$ cat src/design/fpe_pkg.sv
// ----------------------------------------------------------------------------
// fpe_pkg - shared types and constants of the Fourier position encoder
// Beat structs for the command and result channels, the CORDIC tag that
// travels down the pipeline, and the fixed-point constants of the encoder.
// ----------------------------------------------------------------------------
package fpe_pkg;

	// Command codes
	localparam logic MODE_LOAD   = 1'b0;
	localparam logic MODE_ENCODE = 1'b1;

	// Field widths fixed by the beat format
	localparam int IDX_W   = 7;
	localparam int COORD_W = 17;
	localparam int COEF_W  = 16;
	localparam int OUT_W   = 16;

	// Internal datapath widths
	localparam int CXY_W  = 18;                // 2c-1 in Q1.16, signed
	localparam int PROD_W = CXY_W + COEF_W;    // one product, signed
	localparam int DOT_W  = 28;                // fraction bits of a turn kept
	localparam int PH_W   = 32;                // phase in 2^-32 turns
	localparam int ZW     = 34;                // residual angle, signed
	localparam int CW     = 33;                // CORDIC vector, Q30 signed

	// Fixed-point constants
	localparam logic [COORD_W-1:0] ONE_Q16      = 17'd65536;
	localparam logic signed [ZW-1:0] QUARTER_TURN = 34'sd1073741824;
	localparam logic signed [ZW-1:0] HALF_TURN    = 34'sd2147483648;
	localparam logic signed [CW-1:0] CORDIC_GAIN  = 33'sd652032874;
	localparam logic signed [CW+1:0] ROUND_HALF   = 35'sd32768;
	localparam logic signed [18:0]   Q14_MAX      = 19'sd16384;
	localparam logic signed [18:0]   Q14_MIN      = -19'sd16384;

	// Arctangent of 2^-i in 2^-32 turns
	localparam int ATAN_COUNT = 24;
	localparam logic [31:0] ATAN_TURNS [ATAN_COUNT] = '{
		32'd536870912, 32'd316933406, 32'd167458907, 32'd85004756,
		32'd42667331,  32'd21354465,  32'd10680862,  32'd5340245,
		32'd2670163,   32'd1335087,   32'd667544,    32'd333772,
		32'd166886,    32'd83443,     32'd41721,     32'd20860,
		32'd10430,     32'd5215,      32'd2607,      32'd1303,
		32'd651,       32'd325,       32'd162,       32'd81
	};

	// Command beat
	typedef struct packed {
		logic                       mode;
		logic [IDX_W-1:0]           feat_index;
		logic [COORD_W-1:0]         x_coord;
		logic [COORD_W-1:0]         y_coord;
		logic signed [COEF_W-1:0]   coef_x;
		logic signed [COEF_W-1:0]   coef_y;
	} cmd_t;

	// Result beat
	typedef struct packed {
		logic [IDX_W-1:0]           out_index;
		logic signed [OUT_W-1:0]    sin_value;
		logic signed [OUT_W-1:0]    cos_value;
	} rsp_t;

	// Control that travels with each item through the rotator
	typedef struct packed {
		logic                       valid;
		logic                       flip;
		logic [IDX_W-1:0]           idx;
	} tag_t;

endpackage

$ cat src/design/fpe_cordic.sv
// ----------------------------------------------------------------------------
// fpe_cordic - pipelined rotation-mode CORDIC for sine and cosine
// One register stage per micro-rotation, then a rounding stage that undoes
// the half-turn fold and rounds Q30 results to saturated Q1.14.
// ----------------------------------------------------------------------------
module fpe_cordic #(
	parameter int STAGES = 16
) (
	input  logic                              clk,
	input  logic                              arst_n,
	input  logic signed [fpe_pkg::ZW-1:0]     z_in,
	input  fpe_pkg::tag_t                     tag_in,
	output fpe_pkg::tag_t                     tag_out,
	output logic signed [fpe_pkg::OUT_W-1:0]  sin_out,
	output logic signed [fpe_pkg::OUT_W-1:0]  cos_out
);
	import fpe_pkg::*;

	// Entry 0 is the start vector, entry i+1 the output of micro-rotation i
	logic signed [CW-1:0] cv_sn  [STAGES+1];
	logic signed [CW-1:0] sv_sn  [STAGES+1];
	logic signed [ZW-1:0] z_sn   [STAGES+1];
	tag_t                 tag_sn [STAGES+1];

	assign cv_sn[0]  = CORDIC_GAIN;
	assign sv_sn[0]  = '0;
	assign z_sn[0]   = z_in;
	assign tag_sn[0] = tag_in;

	// Micro-rotation chain
	for (genvar i = 0; i < STAGES; i++) begin : g_rot
		localparam logic signed [ZW-1:0] ATAN_I = ZW'(ATAN_TURNS[i]);
		logic signed [CW-1:0] dc;
		logic signed [CW-1:0] ds;

		assign dc = sv_sn[i] >>> i;
		assign ds = cv_sn[i] >>> i;

		always_ff @(posedge clk or negedge arst_n) begin
			if (!arst_n) begin
				tag_sn[i+1] <= '0;
			end else begin
				tag_sn[i+1] <= tag_sn[i];
			end
		end

		always_ff @(posedge clk) begin
			if (!z_sn[i][ZW-1]) begin
				cv_sn[i+1] <= cv_sn[i] - dc;
				sv_sn[i+1] <= sv_sn[i] + ds;
				z_sn[i+1]  <= z_sn[i] - ATAN_I;
			end else begin
				cv_sn[i+1] <= cv_sn[i] + dc;
				sv_sn[i+1] <= sv_sn[i] - ds;
				z_sn[i+1]  <= z_sn[i] + ATAN_I;
			end
		end
	end

	// Round half up to Q1.14, negating when the phase was folded
	logic signed [CW+1:0] sin_sum;
	logic signed [CW+1:0] cos_sum;
	logic signed [18:0]   sin_q;
	logic signed [18:0]   cos_q;
	logic signed [OUT_W-1:0] sin_sat;
	logic signed [OUT_W-1:0] cos_sat;

	always_comb begin
		if (tag_sn[STAGES].flip) begin
			sin_sum = ROUND_HALF - (CW+2)'(sv_sn[STAGES]);
			cos_sum = ROUND_HALF - (CW+2)'(cv_sn[STAGES]);
		end else begin
			sin_sum = ROUND_HALF + (CW+2)'(sv_sn[STAGES]);
			cos_sum = ROUND_HALF + (CW+2)'(cv_sn[STAGES]);
		end
		sin_q = sin_sum[CW+1:16];
		cos_q = cos_sum[CW+1:16];

		if (sin_q > Q14_MAX)       sin_sat = OUT_W'(Q14_MAX);
		else if (sin_q < Q14_MIN)  sin_sat = OUT_W'(Q14_MIN);
		else                       sin_sat = OUT_W'(sin_q);

		if (cos_q > Q14_MAX)       cos_sat = OUT_W'(Q14_MAX);
		else if (cos_q < Q14_MIN)  cos_sat = OUT_W'(Q14_MIN);
		else                       cos_sat = OUT_W'(cos_q);
	end

	// Output register
	always_ff @(posedge clk or negedge arst_n) begin
		if (!arst_n) begin
			tag_out <= '0;
		end else begin
			tag_out <= tag_sn[STAGES];
		end
	end

	always_ff @(posedge clk) begin
		sin_out <= sin_sat;
		cos_out <= cos_sat;
	end

endmodule

$ cat config.mk
export PLATFORM = sky130hd
export DESIGN_NAME = fpe_cordic
export DESIGN_NICKNAME = d
export VERILOG_FILES = /design/src/design/fpe_pkg.sv /design/src/design/fpe_cordic.sv
export SDC_FILE = /design/constraint.sdc
export NUM_CORES = 2
export LEC_CHECK = 0
export ABC_CLOCK_PERIOD_IN_PS = 6000
export BUFFER_PORTS_ARGS = -buffer_cell sky130_fd_sc_hd__buf_2
export CORE_MARGIN = 2
export CORE_UTILIZATION = 62
export DETAILED_ROUTE_END_ITERATION = 8
export PLACE_DENSITY = 0.78
export SYNTH_ARGS = -nofsm -noshare
export SYNTH_HDL_FRONTEND = slang
export SYNTH_SLANG_ARGS = --single-unit
$ cat constraint.sdc
create_clock -name clk -period 6 [get_ports clk]
set_input_delay 0.9 -clock clk [delete_from_list [all_inputs] [get_ports clk]]
set_output_delay 0.9 -clock clk [all_outputs]
set_load 0.01 [all_outputs]
======== Yosys cells after proc, flatten, opt, wreduce, memory -nomap -nowiden ========
Cells that the tools add are included.
storage, ports and cells
  flip-flop bits (word level) ............. 1,718
  bits of input ports ..................... 45
  output and inout bits ................... 41
  logic and storage cells ................. 251
cells by class
  $add $sub $neg .......................... 94
  order comparisons ....................... 4
  muxes and demuxes ....................... 50
  reductions and logical operators ........ 2
operators with widths
  cell                                                 count
  two-way mux 33 bit                                   31
  two-way mux 34 bit                                   15
  two-way mux 35 bit                                   2
  adder 17 x 33 -> 34 bit (first input constant)       2
  subtractor 17 x 33 -> 34 bit (first input constant)  2
  adder 33 x 18 -> 33 bit                              2
  adder 33 x 19 -> 33 bit                              2
  adder 33 x 20 -> 33 bit                              2
  adder 33 x 21 -> 33 bit                              2
  adder 33 x 22 -> 33 bit                              2
  adder 33 x 23 -> 33 bit                              2
  adder 33 x 24 -> 33 bit                              2
  adder 33 x 25 -> 33 bit                              2
  adder 33 x 26 -> 33 bit                              2
  adder 33 x 27 -> 33 bit                              2
  adder 33 x 28 -> 33 bit                              2
  adder 33 x 29 -> 33 bit                              2
  adder 33 x 30 -> 33 bit                              2
  adder 33 x 31 -> 33 bit                              2
  subtractor 33 x 18 -> 33 bit                         2
  subtractor 33 x 19 -> 33 bit                         2
  subtractor 33 x 20 -> 33 bit                         2
  subtractor 33 x 21 -> 33 bit                         2
  subtractor 33 x 22 -> 33 bit                         2
  47 further kinds                                     60

======== Depth between registers and ports, before layout ========
  depth after elaboration ................. 4
  mapped depth ............................ 20
  depth with buffers taken out ............ 20

======== Worst setup path after synthesis ========
No wires, ideal clock.
  kind .................................... reg-to-reg
  from .................................... reg cv_sn[437] (netlist bit)
  to ...................................... reg sv_sn (netlist bit g_rot[4].dc[26])
  library setup time ...................... 95 ps
  arrival ................................. 4,357 ps
  required time ........................... 5,905 ps
  path slack .............................. 1,548 ps
  stages on the path, launching flop included .. 20
  buffers on the path ..................... 1
  clock period less this slack ............ 4,452 ps
  path through ............................ dfxtp_1 -> or4_1 -> nor4_1 -> and2_1 -> nand2_1 -> nor4_2 -> a21oi_1 -> xnor2_1 -> ha_1 -> clkbuf_1 -> a21o_1 -> a21o_1 -> a21oi_1 -> nor2b_1 -> or4b_2 -> o21ai_0 -> o21a_1 -> nor2_1 -> mux2i_1 -> a221oi_1
between the ends
  word-level cells in the longest chain between the ends .. 2
  elaborated cells on any way between the ends .. 3
  those cells by class .................... 2 x add/sub; 1 x mux
ends and longest elaborated chain
  what                                                                            RTL line                            text
  from (decl)                                                                     fpe_cordic.sv:20                    logic signed [CW-1:0] cv_sn [STAGES+1];
  from (signal, indexed assignment)                                               fpe_cordic.sv:49                    cv_sn[i+1] <= cv_sn[i] - dc;
  from (signal, indexed assignment)                                               fpe_cordic.sv:53                    cv_sn[i+1] <= cv_sn[i] + dc;
  adder 33 x 30 -> 33 bit / subtractor 33 x 30 -> 33 bit (equally long branches)  fpe_cordic.sv:50, fpe_cordic.sv:54
  two-way mux 33 bit (*)                                                          fpe_cordic.sv:48                    if (!z_sn[i][ZW-1]) begin
  to (signal, indexed assignment)                                                 fpe_cordic.sv:50                    sv_sn[i+1] <= sv_sn[i] + ds;
  to (signal, indexed assignment)                                                 fpe_cordic.sv:54                    sv_sn[i+1] <= sv_sn[i] - ds;
  to (decl)                                                                       fpe_cordic.sv:21                    logic signed [CW-1:0] sv_sn [STAGES+1];
Every way passes the cells marked *; elsewhere a longest branch is shown, timed or not.
A chain may end at the register's enable or synchronous reset.

======== Worst setup path after layout ========
  from .................................... reg cv_sn[434] (netlist bit)
  to ...................................... reg sv_sn (netlist bit g_rot[4].dc[26])
The elaborated chain is that of the path after synthesis.

==> impl_results.md <==
- Status: finished clean
- Synthesized instance count: 13200
- Worst-path fanout max: 10
- #FFs+latches synth: 1632
- Vias in the first global route: just over 90000
- CP peak stage delay: between 0.6 and 0.7 ns
- CP Class: register to register
- Final-stage net count: 14790
- Fmax: 0.1942 GHz
- Distinct cells, synth: 108
- Final Setup Violations: 0
- CTS Sinks: around 1600
- YS warnings: 0
- Mean Syn Cell Area: 8.631 sq um
- EDFF count, synth: 0
- RSZ-0062 raised after global routing: no
- Clock Skew: 0.03178 ns
- Async set-or-reset flop fraction in the synthesized netlist: 0.09375
- Initial antenna violation count: 11
- Most frequent cells in the layout: dfxtp_1 (1465), a21oi_1 (1433), ha_1 (1392)
- Crit path time final: 5.149 ns
- Resize count post-CTS: 0
- Dpl cell area: 0.1171 sq mm
- Post-route ant nets: 0
- Detail Placement HPWL: 239300 um
- Main flop type after synthesis: dfxtp_1
- Core Area: 0.1829 sq mm
- Post-synthesis sequential area ratio: 0.2936
- Cell Area, Synth: approximately 0.11 sq mm
- Class of the worst hold path: primary input to async pin
- Largest net degree at the start of global routing: 98
- Final TNS setup: 0 ns
- Initial core utilization: 0.6227
- Syn Nets: 14680
- Syn-to-layout area delta: 8.198%
- CTS max path bufs: 3
- GRT Overall Usage: 0.3143
- Cts bufs inserted: 174
- Clock tree root driver cell: clkbuf_16
- Drt pass-1 iters: 6
- Final period util: 0.8581
- Critical path data required time: 6.74 ns
- Critical path, cell by cell: or4_1 > nor4_1 > and2_1 > nand2_1 > nor4_2 > a21oi_1 > xnor2_1 > ha_1 > a21o_1 > a21o_1 > a21oi_1 > nor2b_1 > or4b_2 > o21ai_0 > o21a_1 > nor2_1 > mux2i_1 > a221oi_1
- Die Span Y: roughly 430 um
- Routability cong.: 0.9830
- MaxCap Viol Count: 0
- Post-route DRC: 0
- Number of buffers inserted by port buffering: 85
- Most common cell after layout, fill and taps aside: dfxtp_1
- Worst Path Arrival: 5.89 ns
- Via count: 97020
- H-tree levels: 4
- CP max-delay cell: or4b_2
- Worst-case reg-to-reg path depth: 18
- 1st-iter DRT viols: 6943
- Slew Limit Fails: 0
- Horiz. Die Dim: 432.6 um
- First-pass GRT wire length: 484300 um
- Post-CTS Setup Bufs: 0
- # rows: 157
- Final hold vios: 0
- Slew HR: 0.1692
- Non-Filler Cell Area, Final: 0.1232 sq mm
- Final core utilization: 0.6738
- Grt total ovfl: 0
- Hold-fix buffers, CTS: 0
- Worst Setup End Kind: register
- Die Area: roughly 0.19 sq mm
- Detailed Route WL: approximately 300000 um
- Worst-path clk slew: 0.07 ns
- Routed len/inst: 18.95 um
- CTS tree: done
- Vias per inst: 6.095
- IO Pins: 86
- Worst slew pin tran: 1.238 ns
- Layout cells sized above 1: 0.04610
- Critical Path Source Type: register
- Clk_lat worst skew: just over 0.8 ns
-- cell families (layout without fill, tap and decap cells) --
kind of cell	after synthesis	after routing	synth area share
other	1	5	0.00003293
flip-flops	1632	1632	0.2936
buffers and inverters	802	1056	0.02653
adder cells (fa/ha/maj)	1436	1436	0.1607
AND/OR/NAND/NOR	3472	3472	0.1505
XOR/XNOR	1790	1790	0.1379
AO/OA/AOI/OAI	3935	3935	0.2189
multiplexers	128	128	0.01197
-- state kept, by name, indices dropped and copies added (netlist names) --
| signal | flops |
|---|---|
| z_sn | 477 |
| cv_sn | 474 |
| g_rot.dc | 345 |
| sv_sn | 151 |
| tag_sn | 144 |
| cos_out | 16 |
| sin_out | 16 |
| tag_out | 9 |
-- per-layer routing --
layer	GRT usage	part of all wire
met1	0.4032	0.44
met2	0.5298	0.46
met3	0.04152	0.053
met4	0.1327	0.043
met5	0	0
-- final cells by class --
class	count	area (sq um)
Multi-Input combinational cell	10760	77430
Fill cell	14990	59660
Sequential cell	1632	33450
Clock buffer	233	4971
Tap cell	2464	3083
Inverter	602	2260
Clock inverter	87	1180
Timing Repair Buffer	134	837.1
Antenna cell	4	10.01
-- synth_stat cells, types with 63 or more instances --
cell type,n,area share
a31oi_1,176,0.0097
o21bai_1,178,0.012
a211oi_1,113,0.0074
a21o_1,654,0.043
and2_1,90,0.0049
o21a_1,171,0.011
nand3_1,233,0.010
or3_1,82,0.0045
ha_1,1392,0.15
nor2b_1,181,0.0099
nor4_1,109,0.0060
nand2b_1,163,0.0090
inv_1,601,0.020
dfxtp_1,1479,0.26
nor3_1,379,0.017
nand2_1,636,0.021
xor2_1,612,0.047
nand4_1,88,0.0048
xnor2_1,1175,0.090
o211ai_1,71,0.0047
dfrtp_1,153,0.034
and3_1,178,0.0098
o21ai_0,596,0.026
mux2i_1,71,0.0062
o31ai_1,63,0.0042
a21oi_1,1433,0.063
nor2_1,1087,0.036
clkbuf_1,156,0.0051
-- worst paths after layout --
check / from / to / slack, ns
min in group clk: z_in[5] / z_sn[515] / 0.18
hold / removal: arst_n / tag_sn[108] / 0.16
setup / recovery: cv_sn[434] / g_rot[4].dc[26] / 0.85
max in group asynchronous: arst_n / tag_sn[44] / 4.58
hold reg to reg: z_sn[204] / z_sn[170] / 0.30
setup reg to reg: cv_sn[434] / g_rot[4].dc[26] / 0.85
-- stage by stage --
step | instances | setup WS [ns] | hold WS [ns]
after floorplan | 13200 | 1.548 | 0.3096
after global placement | 15590 | 0.8338 | 0.3103
after detailed placement | 15590 | 0.9185 | 0.3128
after CTS | 15910 | 0.8877 | 0.1217
after global routing | 15920 | 0.3718 | 0.1382
final | 15920 | 0.8514 | 0.1570
-- critical path: cells and delay by family (launching register included) --
family / cells / cell delay, ns
AND/OR/NAND/NOR: 8 / 2.46
XOR/XNOR: 1 / 0.16
multiplexers: 1 / 0.12
adder cells (fa/ha/maj): 1 / 0.38
AO/OA/AOI/OAI: 7 / 1.58
flip-flops: 1 / 0.37
Power is left out: the tool's default activity adds up to more than one toggle a clock period on the data nets, which glitch-free logic cannot reach.
